File: config.mk
export PLATFORM = sky130hd
export DESIGN_NAME = sysex_param_list_translator
export DESIGN_NICKNAME = d
export VERILOG_FILES = /design/src/rtl/core/sxpl_pkg.sv /design/src/rtl/core/sxpl_front.sv /design/src/rtl/core/sxpl_queue.sv /design/src/rtl/core/sxpl_back.sv /design/src/rtl/core/sysex_param_list_translator.sv
export SDC_FILE = /design/constraint.sdc
export NUM_CORES = 1
export LEC_CHECK = 0
export ABC_CLOCK_PERIOD_IN_PS = 3700
export BUFFER_PORTS_ARGS = -buffer_cell sky130_fd_sc_hd__buf_4
export CORE_MARGIN = 4
export CORE_UTILIZATION = 50
export DETAILED_ROUTE_END_ITERATION = 6
export GPL_TIMING_DRIVEN = 1
export MAX_ROUTING_LAYER = met4
export PLACE_DENSITY = 0.69
export SETUP_SLACK_MARGIN = 0.02
export SYNTH_ARGS = -nofsm -noshare
export SYNTH_HDL_FRONTEND = slang
export SYNTH_SLANG_ARGS = --single-unit
File: constraint.sdc
create_clock -name clk -period 3.7 [get_ports clk]
set_input_delay 0.37 -clock clk [delete_from_list [all_inputs] [get_ports clk]]
set_output_delay 0.37 -clock clk [all_outputs]
set_load 0.05 [all_outputs]
File: src/rtl/core/sxpl_pkg.sv
// Shared types, constants and message helpers for the parameter-list SysEx translator.
package sxpl_pkg;

    // SysEx framing and header bytes
    localparam logic [7:0] SYX_START = 8'hF0;
    localparam logic [7:0] SYX_END   = 8'hF7;
    localparam logic [7:0] MFR_ID    = 8'h43;
    localparam logic [7:0] DEV_ID    = 8'h75;
    localparam logic [7:0] LIST_ID   = 8'h71;
    localparam logic [7:0] INST_BASE = 8'h18;
    localparam logic [7:0] WIDE_FLAG = 8'h40;

    // Header length in bytes and the count that marks a full match
    localparam logic [2:0] HDR_FULL  = 3'd4;

    // Byte positions inside a parameter-change message
    localparam logic [3:0] POS_START = 4'd0;
    localparam logic [3:0] POS_MFR   = 4'd1;
    localparam logic [3:0] POS_DEV   = 4'd2;
    localparam logic [3:0] POS_NODE  = 4'd3;
    localparam logic [3:0] POS_INST  = 4'd4;
    localparam logic [3:0] POS_PARAM = 4'd5;
    localparam logic [3:0] POS_VAL0  = 4'd6;
    localparam logic [3:0] POS_VAL1  = 4'd7;

    // Run lengths
    localparam logic [3:0] LEN_PASS   = 4'd1;
    localparam logic [3:0] LEN_NARROW = 4'd8;
    localparam logic [3:0] LEN_WIDE   = 4'd9;

    // Kind of output run that one input word produces
    typedef enum logic [1:0] {
        JOB_PASS  = 2'd0,
        JOB_ABORT = 2'd1,
        JOB_MSG   = 2'd2
    } job_kind_t;

    // One queued output run
    typedef struct packed {
        job_kind_t   kind;
        logic [7:0]  data;    // passed byte, breaking byte, or first value byte
        logic [1:0]  hcnt;    // header bytes matched before a mismatch
        logic [3:0]  node;
        logic [2:0]  inst;
        logic [5:0]  prm;
        logic        wide;
        logic [7:0]  val_b;   // second value byte of a wide entry
    } job_t;

    // Expected header byte at a match position
    function automatic logic [7:0] hdr_byte(input logic [1:0] pos);
        logic [7:0] b;
        case (pos)
            2'd0:    b = SYX_START;
            2'd1:    b = MFR_ID;
            2'd2:    b = DEV_ID;
            2'd3:    b = LIST_ID;
            default: b = SYX_START;
        endcase
        return b;
    endfunction

    // Number of output words in a run
    function automatic logic [3:0] job_len(input job_t job);
        logic [3:0] n;
        case (job.kind)
            JOB_PASS:  n = LEN_PASS;
            JOB_ABORT: n = {2'b00, job.hcnt} + 4'd1;
            JOB_MSG:   n = job.wide ? LEN_WIDE : LEN_NARROW;
            default:   n = LEN_PASS;
        endcase
        return n;
    endfunction

    // Output word at a position within a run
    function automatic logic [7:0] job_byte(input job_t job, input logic [3:0] idx);
        logic [7:0] b;
        b = job.data;
        case (job.kind)
            JOB_PASS: b = job.data;
            JOB_ABORT:
            begin
                if (idx < {2'b00, job.hcnt})
                    b = hdr_byte(idx[1:0]);
                else
                    b = job.data;
            end
            JOB_MSG:
            begin
                case (idx)
                    POS_START: b = SYX_START;
                    POS_MFR:   b = MFR_ID;
                    POS_DEV:   b = DEV_ID;
                    POS_NODE:  b = {4'h0, job.node};
                    POS_INST:  b = INST_BASE | {5'b00000, job.inst};
                    POS_PARAM: b = {1'b0, job.wide, job.prm};
                    POS_VAL0:  b = job.data;
                    POS_VAL1:  b = job.wide ? job.val_b : SYX_END;
                    default:   b = SYX_END;
                endcase
            end
            default: b = job.data;
        endcase
        return b;
    endfunction

endpackage

File: src/rtl/core/sxpl_front.sv
// Front end: accepts input words, tracks SysEx header and entry state, builds output runs.
module sxpl_front
    import sxpl_pkg::*;
(
    input  logic       clk,
    input  logic       rst_n,
    input  logic       take,        // input word accepted this cycle
    input  logic [7:0] data_byte,
    input  logic       restart,
    output logic       push,
    output job_t       push_job
);

    logic       in_sysex_reg, in_sysex_next;
    logic       translating_reg, translating_next;
    logic [2:0] header_count_reg, header_count_next;
    logic [2:0] param_count_reg, param_count_next;
    logic [7:0] param_bytes_reg [4];

    logic       wr_en;
    logic [1:0] wr_idx;
    logic [7:0] ent [4];
    logic [2:0] pc_inc;
    logic       ent_wide;

    // Entry bytes with the incoming word forwarded into its slot
    always_comb
    begin
        for (int i = 0; i < 4; i++)
        begin
            if (param_count_reg[1:0] == 2'(i))
                ent[i] = data_byte;
            else
                ent[i] = param_bytes_reg[i];
        end
    end

    assign ent_wide = (ent[1] & WIDE_FLAG) != 8'h00;

    // Classify the word and compute the next state
    always_comb
    begin
        in_sysex_next     = in_sysex_reg;
        translating_next  = translating_reg;
        header_count_next = header_count_reg;
        param_count_next  = param_count_reg;
        wr_en             = 1'b0;
        wr_idx            = 2'd0;
        pc_inc            = 3'd0;
        push              = 1'b0;
        push_job          = '0;
        push_job.kind     = JOB_PASS;
        push_job.data     = data_byte;

        if (restart)
        begin
            in_sysex_next     = 1'b0;
            translating_next  = 1'b0;
            header_count_next = 3'd0;
            param_count_next  = 3'd0;
        end
        if (data_byte == SYX_START)
        begin
            in_sysex_next     = 1'b1;
            translating_next  = 1'b0;
            header_count_next = 3'd0;
        end

        if (!in_sysex_next)
        begin
            // pass through
            push = 1'b1;
        end
        else if (header_count_next < HDR_FULL)
        begin
            if (hdr_byte(header_count_next[1:0]) == data_byte)
            begin
                header_count_next = header_count_next + 3'd1;
                if (header_count_next == HDR_FULL)
                begin
                    translating_next = 1'b1;
                    param_count_next = 3'd0;
                end
            end
            else
            begin
                // header broken: replay matched prefix, then the word
                in_sysex_next    = 1'b0;
                translating_next = 1'b0;
                push             = 1'b1;
                push_job.kind    = JOB_ABORT;
                push_job.hcnt    = header_count_next[1:0];
            end
        end
        else if (!translating_next)
        begin
            // drop
        end
        else if (data_byte == SYX_END)
        begin
            in_sysex_next    = 1'b0;
            translating_next = 1'b0;
        end
        else
        begin
            // collect entry byte
            wr_en            = 1'b1;
            wr_idx           = param_count_next[1:0];
            pc_inc           = param_count_next + 3'd1;
            param_count_next = pc_inc;
            if (pc_inc >= 3'd3 && (!ent_wide || pc_inc >= 3'd4))
            begin
                push             = 1'b1;
                push_job.kind    = JOB_MSG;
                push_job.node    = ent[0][3:0];
                push_job.inst    = ent[0][6:4];
                push_job.prm     = ent[1][5:0];
                push_job.wide    = ent_wide;
                push_job.data    = ent[2];
                push_job.val_b   = ent[3];
                param_count_next = 3'd0;
            end
        end

        if (!take)
            push = 1'b0;
    end

    // Hold control state
    always_ff @(posedge clk or negedge rst_n)
    begin
        if (!rst_n)
        begin
            in_sysex_reg     <= 1'b0;
            translating_reg  <= 1'b0;
            header_count_reg <= 3'd0;
            param_count_reg  <= 3'd0;
        end
        else if (take)
        begin
            in_sysex_reg     <= in_sysex_next;
            translating_reg  <= translating_next;
            header_count_reg <= header_count_next;
            param_count_reg  <= param_count_next;
        end
    end

    // Store entry bytes
    always_ff @(posedge clk)
    begin
        if (take && wr_en)
            param_bytes_reg[wr_idx] <= data_byte;
    end

endmodule

File: src/rtl/core/sxpl_queue.sv
// Short queue of output runs between the front end and the serializer.
module sxpl_queue
    import sxpl_pkg::*;
#(
    parameter int DEPTH = 2
)
(
    input  logic clk,
    input  logic rst_n,
    input  logic push,
    input  job_t push_job,
    output logic full,
    output logic head_valid,
    output job_t head_job,
    input  logic pop
);

    localparam int PTR_W = (DEPTH > 1) ? $clog2(DEPTH) : 1;
    localparam int CNT_W = $clog2(DEPTH + 1);

    job_t             slot_reg [DEPTH];
    logic [PTR_W-1:0] wr_ptr_reg, wr_ptr_next;
    logic [PTR_W-1:0] rd_ptr_reg, rd_ptr_next;
    logic [CNT_W-1:0] count_reg, count_next;
    logic             do_push;
    logic             do_pop;

    assign full       = count_reg == CNT_W'(DEPTH);
    assign head_valid = count_reg != '0;
    assign head_job   = slot_reg[rd_ptr_reg];
    assign do_push    = push && !full;
    assign do_pop     = pop && head_valid;

    // Advance pointers and count
    always_comb
    begin
        wr_ptr_next = wr_ptr_reg;
        rd_ptr_next = rd_ptr_reg;
        count_next  = count_reg;
        if (do_push)
            wr_ptr_next = (wr_ptr_reg == PTR_W'(DEPTH - 1)) ? '0 : wr_ptr_reg + 1'b1;
        if (do_pop)
            rd_ptr_next = (rd_ptr_reg == PTR_W'(DEPTH - 1)) ? '0 : rd_ptr_reg + 1'b1;
        if (do_push && !do_pop)
            count_next = count_reg + 1'b1;
        else if (do_pop && !do_push)
            count_next = count_reg - 1'b1;
    end

    always_ff @(posedge clk or negedge rst_n)
    begin
        if (!rst_n)
        begin
            wr_ptr_reg <= '0;
            rd_ptr_reg <= '0;
            count_reg  <= '0;
        end
        else
        begin
            wr_ptr_reg <= wr_ptr_next;
            rd_ptr_reg <= rd_ptr_next;
            count_reg  <= count_next;
        end
    end

    // Write slot
    always_ff @(posedge clk)
    begin
        if (do_push)
            slot_reg[wr_ptr_reg] <= push_job;
    end

endmodule

File: src/rtl/core/sxpl_back.sv
// Back end: serializes queued runs into output words through an output register.
module sxpl_back
    import sxpl_pkg::*;
(
    input  logic       clk,
    input  logic       rst_n,
    input  logic       head_valid,
    input  job_t       head_job,
    output logic       pop,
    output logic       out_valid,
    input  logic       out_ready,
    output logic [7:0] out_byte,
    output logic       last_of_run
);

    logic       out_valid_reg, out_valid_next;
    logic [7:0] out_byte_reg;
    logic       last_reg;
    logic [3:0] idx_reg, idx_next;
    logic       load;
    logic       at_end;

    assign load   = head_valid && (!out_valid_reg || out_ready);
    assign at_end = idx_reg == (job_len(head_job) - 4'd1);
    assign pop    = load && at_end;

    // Step through the run
    always_comb
    begin
        idx_next       = idx_reg;
        out_valid_next = out_valid_reg;
        if (load)
        begin
            idx_next       = at_end ? 4'd0 : idx_reg + 4'd1;
            out_valid_next = 1'b1;
        end
        else if (out_ready)
        begin
            out_valid_next = 1'b0;
        end
    end

    always_ff @(posedge clk or negedge rst_n)
    begin
        if (!rst_n)
        begin
            out_valid_reg <= 1'b0;
            idx_reg       <= 4'd0;
        end
        else
        begin
            out_valid_reg <= out_valid_next;
            idx_reg       <= idx_next;
        end
    end

    // Load output word
    always_ff @(posedge clk)
    begin
        if (load)
        begin
            out_byte_reg <= job_byte(head_job, idx_reg);
            last_reg     <= at_end;
        end
    end

    assign out_valid   = out_valid_reg;
    assign out_byte    = out_byte_reg;
    assign last_of_run = last_reg;

endmodule

File: src/rtl/core/sysex_param_list_translator.sv
// Top level of the parameter-list SysEx translator.
//
// Input channel: data_byte and restart move under in_valid/in_ready; one word
// is one MIDI byte. Output channel: out_byte and last_of_run move under
// out_valid/out_ready; last_of_run marks the final word produced for an input.
// An input word causes 0, 1, 2 to 4 (broken header) or 8 to 9 (entry message)
// output words. The front end classifies a word in the cycle it is accepted
// and queues a run; the serializer then loads the first output word of the run
// into the output register. While out_ready is high, the serializer emits one
// word per cycle, so the output rate is set by the output register: pass-through
// words flow at one per cycle, and an entry message occupies 8 or 9 output words.
// in_ready drops only while the run queue (QUEUE_DEPTH runs) is full.
// When the receiver stalls, the current word holds in the output register and
// the queue fills; the input then stalls in turn. Reset clears SysEx and
// header tracking, the entry count, the queue and the output valid flag.
module sysex_param_list_translator
    import sxpl_pkg::*;
#(
    parameter int QUEUE_DEPTH = 2
)
(
    input  logic       clk,
    input  logic       rst_n,
    input  logic       in_valid,
    output logic       in_ready,
    input  logic [7:0] data_byte,
    input  logic       restart,
    output logic       out_valid,
    input  logic       out_ready,
    output logic [7:0] out_byte,
    output logic       last_of_run
);

    logic take;
    logic push;
    job_t push_job;
    logic full;
    logic head_valid;
    job_t head_job;
    logic pop;

    assign in_ready = !full;
    assign take     = in_valid && in_ready;

    sxpl_front u_front (
        .clk       (clk),
        .rst_n     (rst_n),
        .take      (take),
        .data_byte (data_byte),
        .restart   (restart),
        .push      (push),
        .push_job  (push_job)
    );

    sxpl_queue #(
        .DEPTH (QUEUE_DEPTH)
    ) u_queue (
        .clk        (clk),
        .rst_n      (rst_n),
        .push       (push),
        .push_job   (push_job),
        .full       (full),
        .head_valid (head_valid),
        .head_job   (head_job),
        .pop        (pop)
    );

    sxpl_back u_back (
        .clk         (clk),
        .rst_n       (rst_n),
        .head_valid  (head_valid),
        .head_job    (head_job),
        .pop         (pop),
        .out_valid   (out_valid),
        .out_ready   (out_ready),
        .out_byte    (out_byte),
        .last_of_run (last_of_run)
    );

endmodule
==> results.md <==
- Drc violations: 0
- Post-synth top flop: edfxtp_1
- Fmax: 298 MHz
- Crit path max fanout: 5
- Vias: 4051
- Synth Cell Area: 6020 µm²
- Max Buffers Root-to-Sink: 2
- Worst r2r src: u_queue.rd_ptr_reg
- Synth unique cells: 56
- Proportion of netlist area held by the largest area contributor: 53.4%
- DP Wirelength: 9000 µm
- Final Hold Viols: 0
- TritonCTS clock tree: done
- Routed WL: 12900 µm
- Min cycle time layout: 3350 ps
- Final std cells w/o fill: 689
- CP arrival: 3680 ps
- Initial DRC count: 265
- Maximum VDD drop: 0.567 mV
- Setup crit end kind: register
- Nets: 568
- Diode count: 0
- Worst-Skew Late Latency: 410 ps
- DP Cell Count: 658
- Die H: 118 µm
- Initial core utilization: 51.8%
- WL/cell: 18.8 µm
- Hold EP: u_front.param_bytes_reg[3][7]
- Clock Sinks: 124
- Syn nets: 533
- Worst-Margin Slew: 823 ps
- Setup-failing EPs final: 0
- Number of synthesized flops with an enable pin: 107
- Fin. max-slew vios: 0
- Critical Path Source: u_queue.rd_ptr_reg
- Setup Buffers After CTS: 0
- Total negative slack: 0 ps
- Final setup skew: 5.43 ps
- Sequential area share after synthesis: 60.4%
- Drt pass-1 iters: 5
- P per Cell Area: 799 nW/µm²
- Remaining antenna violation count: 0
- Worst setup SP type: register
- Root buffer cell: clkbuf_16
- WHS: 185 ps
- RD Place Congestion: 0.957
- Largest net degree at the start of global routing: 35
- Ys async rst share: 13.7%
- Worst reg2reg path endpoint: u_queue.count_reg[1]
- Post_cts resized: 0
- Clk pin slew, worst setup/hold paths: 50 ps
- RSZ-0062 raised after global routing: false
- IO buf count: 23
- Initial antenna violation count: 0
- Tot Pwr: 5.61 mW
- All-Layer GR Usage: 19.9%
- Max-cap violations: 0
- WHS Path Cells: 1
- Critical path class: reg -> reg
- Post-synth top area cell: edfxtp_1
- Reg-to-reg slack, setup: 350 ps
- Num CTS Buffers: 17
- Area after DPL: 6380 µm²
- Max FFs per register: 68
- Slew HR: 44.9%
- Crit path cell chain: mux2i_1 -> inv_1 -> ha_1 -> a221oi_4 -> ha_1 -> xor2_1 -> and3_1 -> o21ai_0 -> a31o_2 -> nor2_1 -> inv_1 -> ha_1 -> xor2_1 -> nor2_1 -> xor2_1
- Vias/cell: 5.88
- Avg Inst Size Synth: 12.0 µm²
- Flops & latches, synth: 124
- Synthesis-to-layout area growth: 16.5%
- First-pass GRT wire length: 20800 µm
- Core Area: 11600 µm²
- Warnings, synthesis: 0
- Vias in the first global route: 3991
- Congestion Overflow GR: 0
- Worst Reg-to-Reg Cells: 15
- CTS Hold Bufs: 1
- Crit-path slowest cell: dfrtp_1
- Worst path max stage delay: 490 ps
- Run status: completed
- Boundary Pins: 24
- Cell count after synthesis: 500
- Die area: 13900 µm²
- # rows: 39
- Worst EP required: 4030 ps
- Share of layout cells above drive strength 1: 15.4%
- Hold Crit Start: data_byte[7]
- Die Width: 118 µm
- Crit share post-route: 90.7%
- Fin area: 7020 µm²
- Lkg Pwr: 2.74 nW
- Top cells by area, synth: edfxtp_1 (53%), dfrtp_1 (7.1%), mux2i_1 (5.7%)
- Htree depth: 4
- Worst min path class: in -> reg
[synthesized netlist by cell type (4+ instances only)]
master      n
a21oi_1    33
and3_1      5
buf_2       9
clkbuf_1   12
dfrtp_1    17
edfxtp_1  107
ha_1       20
inv_1      25
mux2_2      7
mux2i_1    34
nand2_1    61
nand2b_1    5
nand3_1     7
nor2_1     29
nor2b_1    11
nor3_1     13
o21ai_0    19
o21ai_1     8
o221ai_1    7
o22ai_1     6
o31ai_1     4
xnor2_1     4
xor2_1      6
[cells by family (layout without fill, tap and decap cells)]
kind of cell               count (synthesis)  count (layout)  synth area share, %
AOI/OAI and AO/OA                        106             106                 11.4
xor gates and xnor gates                  10              10                 1.45
adders and majority gates                 20              20                 4.16
buffers and inverters                     49              95                 3.39
DFF                                      124             124                 60.4
muxes                                     43              43                 7.59
and+or+nand+nor                          148             148                 11.6
[worst max path at each step]
stage                                    to  slack, ps  cells after the start
CTS                    u_queue.count_reg[1]        320                     15
detailed placement  u_queue.slot_reg[0][13]        240                     16
global placement       u_queue.count_reg[1]        380                     18
finish                 u_queue.count_reg[1]        350                     15
floorplan            u_queue.slot_reg[0][0]       -300                     14
global route           u_queue.count_reg[1]        120                     15
[critical path: cells and delay by family, from the launching register on]
family / cells / cell delay, ps
AND/OR/NAND/NOR: 3 / 450
buffers and inverters: 2 / 170
flip-flops: 1 / 490
adder cells (fa/ha/maj): 3 / 780
XOR/XNOR: 3 / 480
multiplexers: 1 / 300
AO/OA/AOI/OAI: 3 / 600
[layout by cell type (no fill, tap or decap), drive strengths merged, types with 4 or more instances in the layout]
master and count:
o22ai 6, edfxtp 107, nand3 7, xor2 6, ha 20, nor2 30
and3 5, a21oi 33, clkinv 5, nand2 61, buf 37, mux2i 35
o21ai 27, and2 4, o221ai 7, nand2b 5, xnor2 4, nor3 15
o31ai 4, clkbuf 18, mux2 8, dfrtp 17, bufinv 5, inv 27
nor2b 11
[through the flow]
step / utilization, % / worst slack, ps
floorplan: - / -299
global placement: 54.9 / 376
detailed placement: 54.9 / 244
CTS: 60.4 / 323
global route: 60.4 / 122
finish: 60.4 / 346
[area by class of cell]
type | count | area [µm²]
clock buffer | 18 | 429
clock inverter | 12 | 196
fill | 924 | 4600
inverter | 27 | 103
multi-input combinational | 327 | 2180
sequential | 124 | 3640
tap | 143 | 179
timing repair buffer | 38 | 288
[per-layer routing]
metal  part of all wire (%)  vias to the layer above  GRT usage [%]  wire length (µm)
li1                       -                     1917              -                 -
met5                      0                        -              -                 0
met4                    1.8                        0           7.03               236
met3                    6.2                       19           6.63               801
met2                     47                      147           30.3              6120
met1                     45                     1968           25.1              5790
[where the power goes]
| part | internal (mW) | switching (mW) | total, mW |
|---|---|---|---|
| Sequential | 1.86 | 0.164 | 2.03 |
| Clock | 1.18 | 0.571 | 1.75 |
| Combinational | 0.656 | 1.17 | 1.83 |
No activity file was read; power rests on OpenSTA's default activity.
